--- config.mk ---
export PLATFORM = sky130hd
export DESIGN_NAME = idll_ram
export DESIGN_NICKNAME = d
export VERILOG_FILES = /design/src/indexed_doubly_linked_list_macros.svh /design/src/idll_ram.sv
export SDC_FILE = /design/constraint.sdc
export NUM_CORES = 1
export LEC_CHECK = 0
export ABC_CLOCK_PERIOD_IN_PS = 4200
export BUFFER_PORTS_ARGS = -buffer_cell sky130_fd_sc_hd__buf_4
export CAP_MARGIN = 20
export CORE_UTILIZATION = 55
export DETAILED_ROUTE_END_ITERATION = 16
export PLACE_DENSITY = 0.73
export SLEW_MARGIN = 20
export SYNTH_ARGS = -nofsm -noshare
export SYNTH_HDL_FRONTEND = slang
export SYNTH_SLANG_ARGS = --single-unit
export TNS_END_PERCENT = 10
--- constraint.sdc ---
create_clock -name clk -period 4.2 [get_ports clk]
set_input_delay 0.21 -clock clk [delete_from_list [all_inputs] [get_ports clk]]
set_output_delay 0.21 -clock clk [all_outputs]
set_load 0.005 [all_outputs]
--- src/indexed_doubly_linked_list_macros.svh ---
// ---------------------------------------------------------------------------
// Indexed doubly linked list assertion macros
// Shared concurrent assertion forms for the list controller.
// ---------------------------------------------------------------------------
`ifndef INDEXED_DOUBLY_LINKED_LIST_MACROS_SVH
`define INDEXED_DOUBLY_LINKED_LIST_MACROS_SVH

// Same-cycle implication, disabled during reset.
`define IDLL_ASSERT_IMPL(label, clk, rst_n, ante, cons) \
    label: assert property (@(posedge clk) disable iff (!rst_n) (ante) |-> (cons)) \
        else $error("idll assertion failed");

// Next-cycle implication, disabled during reset.
`define IDLL_ASSERT_NEXT(label, clk, rst_n, ante, cons) \
    label: assert property (@(posedge clk) disable iff (!rst_n) (ante) |=> (cons)) \
        else $error("idll assertion failed");

`endif

--- src/idll_ram.sv ---
// ---------------------------------------------------------------------------
// Generic RAM
// One write port and one read port, read data registered.
// ---------------------------------------------------------------------------
`timescale 1ns / 1ps

module idll_ram #(
    parameter int unsigned WIDTH = 8,
    parameter int unsigned DEPTH = 16
) (
    input  logic                     clk,
    input  logic                     we,
    input  logic [$clog2(DEPTH)-1:0] waddr,
    input  logic [WIDTH-1:0]         wdata,
    input  logic [$clog2(DEPTH)-1:0] raddr,
    output logic [WIDTH-1:0]         rdata
);

    logic [WIDTH-1:0] mem [DEPTH];

    always_ff @(posedge clk)
    begin
        if (we)
        begin
            mem[waddr] <= wdata;
        end
        rdata <= mem[raddr];
    end

endmodule

-- Word level (Yosys, flattened, before mapping)
Memory sizes are Yosys's and may differ from the RTL's. A register that Yosys moved wholly into a read port is not among the register bits.
Index checks and enable logic that the tools add are counted.
- add/subtract/negate cells: 0
- multipliers: 0
- div/mod/pow operators: 0
- $lt $le $gt $ge: 0
- equal/unequal tests: 0
- shifts and indexed selects: 0
- multiplexer cells: 2
- bitwise gates (word level): 0
- reduce and logical (&&, ||, !) cells: 0
- operators with widths (cell ; number):
    1-bit two-way mux ; 2
- register bits after elaboration: 0
- latch bits: 0
- bits in writable memories: 128
- ROM bits: 0
- bits of input ports: 18
- logic and storage cells: 3
- memories: 1
- memory list (memory ; depth ; width ; rd ports ; clocked after Yosys merged registers in ; write ports ; RTL line ; text):
    mem ; 16 ; 8 ; 1 ; 1 ; 1 ; idll_ram.sv:19 ; logic [WIDTH-1:0] mem [DEPTH];

-- Depth between registers and ports, before layout
Gate-level depths: netlist (run 1).
- word-level depth: 2
- mapped depth: 5
- gate-level depth less buffers: 3

-- Worst setup path before layout (run 1)
Ideal clock, no wire load.
- kind: input-to-reg
- from: input waddr[2]
- to: memory mem[0][0], enable pin
- library setup time: 383 ps
- arrival time: 1320 ps
- path slack: 2497 ps
- stages on the path: 2
- cells stage by stage: or3b_2 > nor3_1
- RTL lines (what ; RTL line ; text):
    from (decl) ; idll_ram.sv:13 ; input logic [$clog2(DEPTH)-1:0] waddr,
    to (decl) ; idll_ram.sv:19 ;
No word-level cell before the write port.

==> reports/metrics.yaml, run 1 <==
status: "completed"
seq_area_frac_synth: 0.778
post-route-period-util: 0.344
rr_startpoint: "mem[1][5]"
grt_usage: 0.227
dpl.hpwl_mm: 5.77
hp-class: "input pin to register"
ant_nets: 0
period_needed_ps: 1450
initial_core_util: 0.579
multi_input_area_mm2: 0.00106
tns_ps: 0
grt-ovfl-total: 0
maxClockFrequency_ghz: 0.691
die_h_um: 98.7
crit_path_end_kind: "register"
whs_endpoint: "mem[0][5]"
final_max_slew_viol_count: 0
clock_latency_ps: 510
io_pins: 26
firstDrtPassIters: 4
place.gp.congestion: 0.746
rows: 34
synth_top_area_share: 0.747
worstPathMaxFanout: 1
setup_viol_count_final: 0
reg2reg_depth: 3
postSynthCellCount: 229
grt_pass1_wl_mm: 14.8
die_x_um: 98.7
cts_sinks: 136
die_area_mm2: 0.00975
antenna_found_initial: 0
final_hold_viol_count: 0
worst_hold_path.num_cells: 1
htree_levels: 4
synth_warnings: 0
clk_path_buf_depth: 2
wire_per_inst_um: 25.4
syn_nets: 247
drive_above_1_share: 0.277
cts_tree: "built"
crit_path_start: "mem[1][5]"
r2r_slack_ps: 2750
critPathKind: "register to register"
syn-cell-area_mm2: 0.00515
place_inst: 355
grt_max_degree: 33
fin_cells: 390
p_leak_nw: 2.09
vias_per_cell: 6.32
final_nets: 287
dr_total_vias: 2464
cts_setup_buffers: 0
p_per_area_mw_per_mm2: 555
cts_buffers: 17
yosys.cell_types.count: 19
max-slew-margin-rel: 0.390
hold_start: "wdata[5]"
grt_pass1_vias: 2494
grt_setup_unrepaired: "no"
yosysTopAreaCell: "edfxtp_1"
crit_path_start_kind: "register"
cts_root_buf: "clkbuf_8"
drt-total-wl_mm: 9.92
cts_hold_buf: 3
n_antenna_cell: 0
cp.arrival_ps: 1830
finClkSkew_ps: 6.06
port_buffers: 25
clkTransAtPathRegs_ps: 60
vdd_ir_drop_max_uv: 452
reg2reg_to: "rdata[5]"
critical_path_required_ps: 4580
area_growth_pct: 19.4
fillers: 542
ys_ff_latch: 136
max-cap-violations: 0
seq_area_mm2: 0.00400
cts_resized: 0
worstMarginPinSlew_ps: 912
synth.area.top_cells: "edfxtp_1 75%, mux4_2 7.9%, mux4_1 7.1%"
placeableCoreArea_mm2: 0.00889
drtIter0Drc: 285
drcViolationCount: 0
avgSynthCellArea_um2: 22.5
-- cells in the mapped netlist --
| cell | count |
|---|---|
| or3b_2 | 1 |
| dfxtp_1 | 8 |
| buf_4 | 1 |
| nand3b_1 | 2 |
| nor2b_1 | 1 |
| a22oi_1 | 16 |
| mux4_1 | 14 |
| and2b_1 | 1 |
| nand2_1 | 9 |
| and2_1 | 1 |
| nor3_1 | 4 |
| mux4_2 | 18 |
| nand3_1 | 1 |
| clkdlybuf4s25_2 | 3 |
| nor2_1 | 13 |
| nand2b_1 | 2 |
| buf_2 | 3 |
| edfxtp_1 | 128 |
| buf_6 | 3 |
-- layer usage --
layer / up-vias / part of all wire / track usage
met1: 1271 / 0.41 / 0.314
met4: 0 / 0.023 / 0.104
met2: 121 / 0.50 / 0.349
met3: 15 / 0.067 / 0.0546
met5: - / 0 / 0
li1: 1057 / - / -
-- worst max-delay path by stage --
stage / endpoint / slack (ps) / cells past startpoint
2_1_floorplan: mem[0][0] / 2500 / 2
3_3_place_gp: mem[0][1] / 2240 / 3
3_5_place_dp: mem[0][2] / 2140 / 3
4_1_cts: mem[0][1] / 2640 / 3
5_1_grt: rdata[5] / 2710 / 4
6_report: rdata[5] / 2750 / 3
-- kinds of logic (layout without fill, tap and decap cells) --
kind of cell / after synthesis / after routing / share of synthesized area
AOI/OAI and AO/OA: 16 / 16 / 0.0233
buffers and inverters: 10 / 63 / 0.0168
DFF: 136 / 136 / 0.778
muxes: 32 / 32 / 0.150
and+or+nand+nor: 35 / 35 / 0.0318
-- worst max-delay path, cell delays in order (launching register included) --
cell and delay (ps):
edfxtp_1 350, mux4_1 500, a22oi_1 360, nand2_1 110
-- layout make-up --
type,instances,area share
sequential,136,0.652
multi-input combinational,83,0.173
clock buffer,19,0.0703
clock inverter,13,0.0442
timing repair buffer,31,0.0391
tap,108,0.0220
-- report_power, final --
part	leakage [nW]	total, W	internal, W	switching, W
Combinational	0.520	0.000145	0.0000653	0.0000794
Sequential	1.22	0.00153	0.00152	0.00000895
Clock	0.344	0.00174	0.00122	0.000520
Total	2.09	0.00341	0.00280	0.000608
-- through the flow --
| stage | power, W | hold WS [ps] | utilization | instance area (um2) | setup WS [ps] |
|---|---|---|---|---|---|
| 5_1_grt | 0.00351 | 11.7 | 0.691 | 6140 | 2710 |
| 4_1_cts | 0.00343 | 8.60 | 0.691 | 6140 | 2640 |
| 3_3_place_gp | 0.00169 | 513 | 0.608 | 5410 | 2240 |
| 3_5_place_dp | 0.00170 | 529 | 0.608 | 5410 | 2140 |
| 2_1_floorplan | 0.00163 | 309 | - | 5150 | 2500 |
| 6_report | 0.00341 | 22.8 | 0.691 | 6140 | 2750 |
-- layout by cell type (no fill, tap or decap) --
master	count
clkinv_4	1
clkbuf_8	2
bufinv_16	8
mux4_2	18
clkbuf_1	1
nand3b_1	2
dlygate4sd3_1	3
and2_1	1
inv_6	1
nor2b_1	1
clkbuf_16	16
nor2_1	13
dfxtp_1	8
nor3_2	1
clkinv_1	1
nand2b_1	2
buf_4	28
a22oi_1	16
or3b_2	1
edfxtp_1	128
mux4_1	14
nand3_1	1
and2b_1	1
clkinv_2	2
nor3_1	3
nand2_1	9
-- flip-flops by register name, indices dropped and copies added, names as in the netlist --
name,cells
mem,128
rdata,8
Power figures use the tool's default switching activity.
==> inputs of run 2 (changes only) <==
--- a/config.mk
+++ b/config.mk
@@ -5,12 +5,13 @@
 export SDC_FILE = /design/constraint.sdc
 export NUM_CORES = 1
 export LEC_CHECK = 0
-export ABC_CLOCK_PERIOD_IN_PS = 4200
+export ABC_AREA = 1
+export ABC_CLOCK_PERIOD_IN_PS = 1400
 export BUFFER_PORTS_ARGS = -buffer_cell sky130_fd_sc_hd__buf_4
 export CAP_MARGIN = 20
 export CORE_UTILIZATION = 55
 export DETAILED_ROUTE_END_ITERATION = 16
-export PLACE_DENSITY = 0.73
+export PLACE_DENSITY = 0.72
 export SLEW_MARGIN = 20
 export SYNTH_ARGS = -nofsm -noshare
 export SYNTH_HDL_FRONTEND = slang
==> constraint.sdc (replaced) <==
create_clock -name clk -period 1.4 [get_ports clk]
set_input_delay 0.07 -clock clk [delete_from_list [all_inputs] [get_ports clk]]
set_output_delay 0.07 -clock clk [all_outputs]
set_load 0.005 [all_outputs]
==> reports/metrics.yaml, run 2 <==
seq_area_frac_synth: 0.694
syn_nets: 569
ys_async_sr_fraction: 0
worstPathMaxFanout: 1
cts_setup_buffers: 0
clock_latency_ps: 520
crit_family: "flip-flops"
seq_power_share: 0.494
post-route-period-util: 0.759
reg2reg_depth: 6
drive_above_1_share: 0.130
worstMarginPinSlew_ps: 375
drcViolationCount: 0
die_x_um: 104
synth_warnings: 0
cts_sinks: 136
crit_chain: "buf_4"
vdd_ir_drop_max_uv: 1210
die_h_um: 104
yosysMostFrequentCell: "nand2_1"
hp-class: "input pin to register"
path_depth: 1
rr_startpoint: "mem[1][5]"
dpl.hpwl_mm: 7.55
syn-cell-area_mm2: 0.00577
cts_resized: 0
slowest_delay_ps: 350
rows: 37
swShare: 0.216
grt_pass1_wl_mm: 19.4
cts_hold_buf: 10
p_int_w: 0.00727
power.share.clock: 0.441
largest_register: "mem"
postSynthCellCount: 551
cts_root_buf: "clkbuf_8"
largest_reg_flops: 128
antenna_found_initial: 0
p_leak_nw: 2.98
synth_top_area_share: 0.667
grt-ovfl-total: 0
final_nets: 622
wire_per_inst_um: 16.2
hold_start: "raddr[1]"
grt_setup_unrepaired: "no"
port_buffers: 25
crit_path_start_kind: "register"
finClkSkew_ps: 5.66
final_hold_viol_count: 0
dr_total_vias: 3881
drtIter0Drc: 275
grt_pass1_vias: 3791
max-slew-margin-rel: 0.750
n_antenna_cell: 0
switchingPower_w: 0.00201
avgSynthCellArea_um2: 10.5
io_pins: 26
clkTransAtPathRegs_ps: 60
final_max_slew_viol_count: 0
cts_buffers: 17
drt-total-wl_mm: 12.2
critPathKind: "register to output pin"
clk_path_buf_depth: 2
worst-path-buf-inv: 1
largest_registers: "mem: 128 flops, rdata: 8 flops"
dpl_cell_area_mm2: 0.00618
firstDrtPassIters: 5
max-cap-violations: 0
reg2reg_to: "rdata[5]"
ys_top_cells_by_count: "173 x nand2_1, 128 x edfxtp_1, 100 x inv_1"
area_growth_pct: 18.6
status: "completed"
layout_common_cells: "173 x nand2_1, 128 x edfxtp_1, 100 x inv_1, 97 x nand3_1, 44 x buf_4"
die_area_mm2: 0.0109
critical_path_required_ps: 1330
synth.area.top_cells: "edfxtp_1 67%, nand2_1 11%, nand3_1 8.4%"
crit_path_end_kind: "output pin"
period_needed_ps: 1060
synth-main-ff-cell: "edfxtp_1"
mostFrequentLayoutCell: "nand2_1"
cts_tree: "built"
r2r_slack_ps: 360
whs_endpoint: "rdata[1]"
grt_max_degree: 65
htree_levels: 4
grt_usage: 0.244
ys_ff_latch: 136
place.gp.congestion: 0.840
p_comb_frac: 0.065
vias_per_cell: 5.15
cp_slowest_cell: "dfxtp_1"
setup_viol_count_final: 0
fin_area_mm2: 0.00684
placeableCoreArea_mm2: 0.0102
yosysTopAreaCell: "edfxtp_1"
synth-edff-count: 128
cp.arrival_ps: 990
ant_nets: 0
yosys.cell_types.count: 12
tns_ps: 0
maxClockFrequency_ghz: 0.941
worst_hold_path.num_cells: 6
p_per_area_mw_per_mm2: 1360
initial_core_util: 0.564
[run 2: cell families after synthesis]
logic type / count (synthesis) / synth area share
buffers and inverters: 126 / 0.0952
AND/OR/NAND/NOR: 289 / 0.210
flip-flops: 136 / 0.694
[run 2: worst max path at each step]
| stage | from | end | slack (ps) |
|---|---|---|---|
| after floorplan | waddr[2] | mem[10][0] | 380 |
| after global placement | raddr[0] | rdata[5] | 310 |
| after detailed placement | raddr[0] | rdata[5] | 280 |
| after CTS | rdata[0] | rdata[0] | 310 |
| after global routing | rdata[3] | rdata[3] | 290 |
| final | rdata[3] | rdata[3] | 340 |
[run 2: final cells by class]
type	count	area, um2
clock buffers	22	463
clock inverters	10	97.6
fillers	727	3390
inverters	102	383
multi-input cells	289	1210
flip-flops and latches	136	4000
well taps	136	170
repair buffers	58	510
[run 2: routing by layer]
metal,global-route usage,share of wire,vias up
li1,-,-,1877
met1,0.322,0.42,1812
met2,0.384,0.48,163
met3,0.0583,0.071,29
met4,0.113,0.028,0
met5,0,0,-
[run 2: through the flow]
step,worst slack (ps),util,hold slack [ps],total power (W),instances
final,337,0.669,31.5,0.00928,753
after global routing,290,0.669,50.4,0.00955,753
after CTS,313,0.669,10.1,0.00933,753
after detailed placement,283,0.604,398,0.00524,711
after global placement,311,0.604,403,0.00523,711
after floorplan,379,-,169,0.00498,551
[run 2: tightest hold or removal path, stage by stage]
cell     delay [ps]
buf_4            90
inv_2            90
nand2_1          90
nand3_1          50
nand3_1          70
nand2_1          40
[run 2: power groups by stage]
stage | registers (W) | logic (W) | clock network [W]
6_report | 0.00458 | 0.000603 | 0.00410
2_1_floorplan | 0.00466 | 0.000321 | 0
3_5_place_dp | 0.00466 | 0.000578 | 0
5_1_grt | 0.00459 | 0.000663 | 0.00430
3_3_place_gp | 0.00466 | 0.000568 | 0
4_1_cts | 0.00458 | 0.000605 | 0.00414
==> inputs of run 3 (changes only) <==
--- a/config.mk
+++ b/config.mk
@@ -5,13 +5,13 @@
 export SDC_FILE = /design/constraint.sdc
 export NUM_CORES = 1
 export LEC_CHECK = 0
-export ABC_AREA = 1
-export ABC_CLOCK_PERIOD_IN_PS = 1400
+export ABC_AREA = 0
+export ABC_CLOCK_PERIOD_IN_PS = 1000
 export BUFFER_PORTS_ARGS = -buffer_cell sky130_fd_sc_hd__buf_4
 export CAP_MARGIN = 20
 export CORE_UTILIZATION = 55
 export DETAILED_ROUTE_END_ITERATION = 16
-export PLACE_DENSITY = 0.72
+export PLACE_DENSITY = 0.73
 export SLEW_MARGIN = 20
 export SYNTH_ARGS = -nofsm -noshare
 export SYNTH_HDL_FRONTEND = slang
==> constraint.sdc (replaced) <==
create_clock -name clk -period 1 [get_ports clk]
set_input_delay 0.05 -clock clk [delete_from_list [all_inputs] [get_ports clk]]
set_output_delay 0.05 -clock clk [all_outputs]
set_load 0.005 [all_outputs]
==> reports/metrics.yaml, run 3 (same netlist as run 1, synthesis figures left out) <==
max-slew-margin-rel: 0.458
drtIter0Drc: 166
firstDrtPassIters: 4
final_nets: 325
placeableCoreArea_mm2: 0.00889
port_buffers: 25
io_pins: 26
largest_register: "mem"
worstPathMaxFanout: 1
crit_path_end_kind: "register"
final_hold_viol_count: 0
worstMarginPinSlew_ps: 809
dr_total_vias: 2538
p_total_w: 0.0130
reg2reg_depth: 3
r2r_slack_ps: -300
largest_reg_flops: 128
vdd_ir_drop_max_uv: 1250
seq_area_mm2: 0.00401
p_leak_nw: 2.21
cts_tree: "built"
grt_setup_unrepaired: "yes"
place.gp.congestion: 0.712
maxClockFrequency_ghz: 0.767
swShare: 0.220
power.share.clock: 0.446
mostFrequentLayoutCell: "edfxtp_1"
dpl.hpwl_mm: 6.12
fin_util: 0.726
cts_sinks: 136
grt_max_degree: 17
multi_input_area_mm2: 0.00109
p_int_w: 0.0101
n_antenna_cell: 0
p_comb_frac: 0.060
place_inst: 388
vias_per_cell: 5.93
cts_setup_buffers: 0
crit_path_start_kind: "register"
fin_cells: 428
initial_core_util: 0.579
seq_power_share: 0.495
clkTransAtPathRegs_ps: 60
switchingPower_w: 0.00285
clock_latency_ps: 520
final_max_slew_viol_count: 0
grt_usage: 0.231
layout_common_cells: "128 x edfxtp_1, 50 x buf_4, 28 x mux4_2, 16 x clkbuf_16"
finClkSkew_ps: 5.97
drt-total-wl_mm: 10.0
max-cap-violations: 0
largest_registers: "mem: 128 flops, rdata: 8 flops"
violations: "negative setup slack"
area_growth_pct: 25.4
cp.arrival_ps: 1700
die_h_um: 98.7
worst_hold_path.num_cells: 4
grt_pass1_wl_mm: 15.3
ant_nets: 0
drive_above_1_share: 0.428
htree_levels: 4
die_x_um: 98.7
drcViolationCount: 0
period_needed_ps: 1300
post-route-period-util: 1.30
wire_per_inst_um: 23.5
critical_path_required_ps: 1400
fillers: 472
antenna_found_initial: 0
cts_root_buf: "clkbuf_8"
rows: 34
status: "finished, violations left"
critPathKind: "register to register"
grt-ovfl-total: 0
setup_viol_count_final: 9
grt_pass1_vias: 2678
fin_ws_ps: -303
hp-class: "input pin to register"
clk_path_buf_depth: 2
cts_buffers: 17
p_per_area_mw_per_mm2: 2010
tns_ps: -2190
die_area_mm2: 0.00975
run 3: cell count changes in the layout (fill, tap and decap cells not counted), sizes merged, moves of 2 or more:
cell	before	now
nand3	97	1
dlygate4sd3	10	8
nand2	173	9
inv	102	5
a22oi	0	16
nor2	17	13
clkbuf	22	17
nor3	0	4
nand2b	0	2
buf	48	61
mux4	0	32
run 3: timing repair:
action | in CTS | in global routing
pin swaps | 1 | 1
endpoints found under the hold margin | 128 | 0
hold buffers | 8 | 0
gates cloned | 0 | 0
setup endpoints to repair | 15 | 16
resized for setup | 8 | 2
run 3: worst paths after layout:
path                   start   endpoint
setup reg to reg  mem[11][5]   rdata[5]
hold reg to reg    mem[4][2]   rdata[2]
hold / removal      waddr[1]  mem[0][5]
setup / recovery  mem[11][5]   rdata[5]
run 3: power by group through the flow:
stage	combinational (W)	clock, W	sequential, W
global placement	0.000714	0	0.00652
global route	0.000828	0.00606	0.00642
detailed placement	0.000730	0	0.00653
finish	0.000774	0.00578	0.00641
floorplan	0.000343	0	0.00652
CTS	0.000782	0.00583	0.00641
run 3: routing by layer:
layer  vias to the layer above  GRT usage  routed length (um)  share of wire
met5                         -          0                   0              0
met4                         0     0.0976                 135          0.013
met3                        10     0.0617                 657          0.065
met2                        88      0.369                5090           0.51
met1                      1322      0.304                4160           0.41
li1                       1118          -                   -              -
run 3: critical path: stages, from the launching register on:
cell and delay [ps]:
edfxtp_1 380, mux4_2 500, a22oi_2 220, nand2_1 90
run 3: per-stage QoR:
step	cell area, um2	setup slack (ps)	hold WS [ps]
final	6450	-303	103
after global placement	5780	-372	353
after floorplan	5160	-158	149
after global routing	6450	-335	96.5
after detailed placement	5780	-380	361
after CTS	6450	-323	89.7
run 3: area by class of cell:
type / instances / share of cell area
Clock buffer: 17 / 0.0642
Multi-Input combinational cell: 83 / 0.169
Tap cell: 108 / 0.0209
Timing Repair Buffer: 69 / 0.103
Sequential cell: 136 / 0.620
Clock inverter: 15 / 0.0221
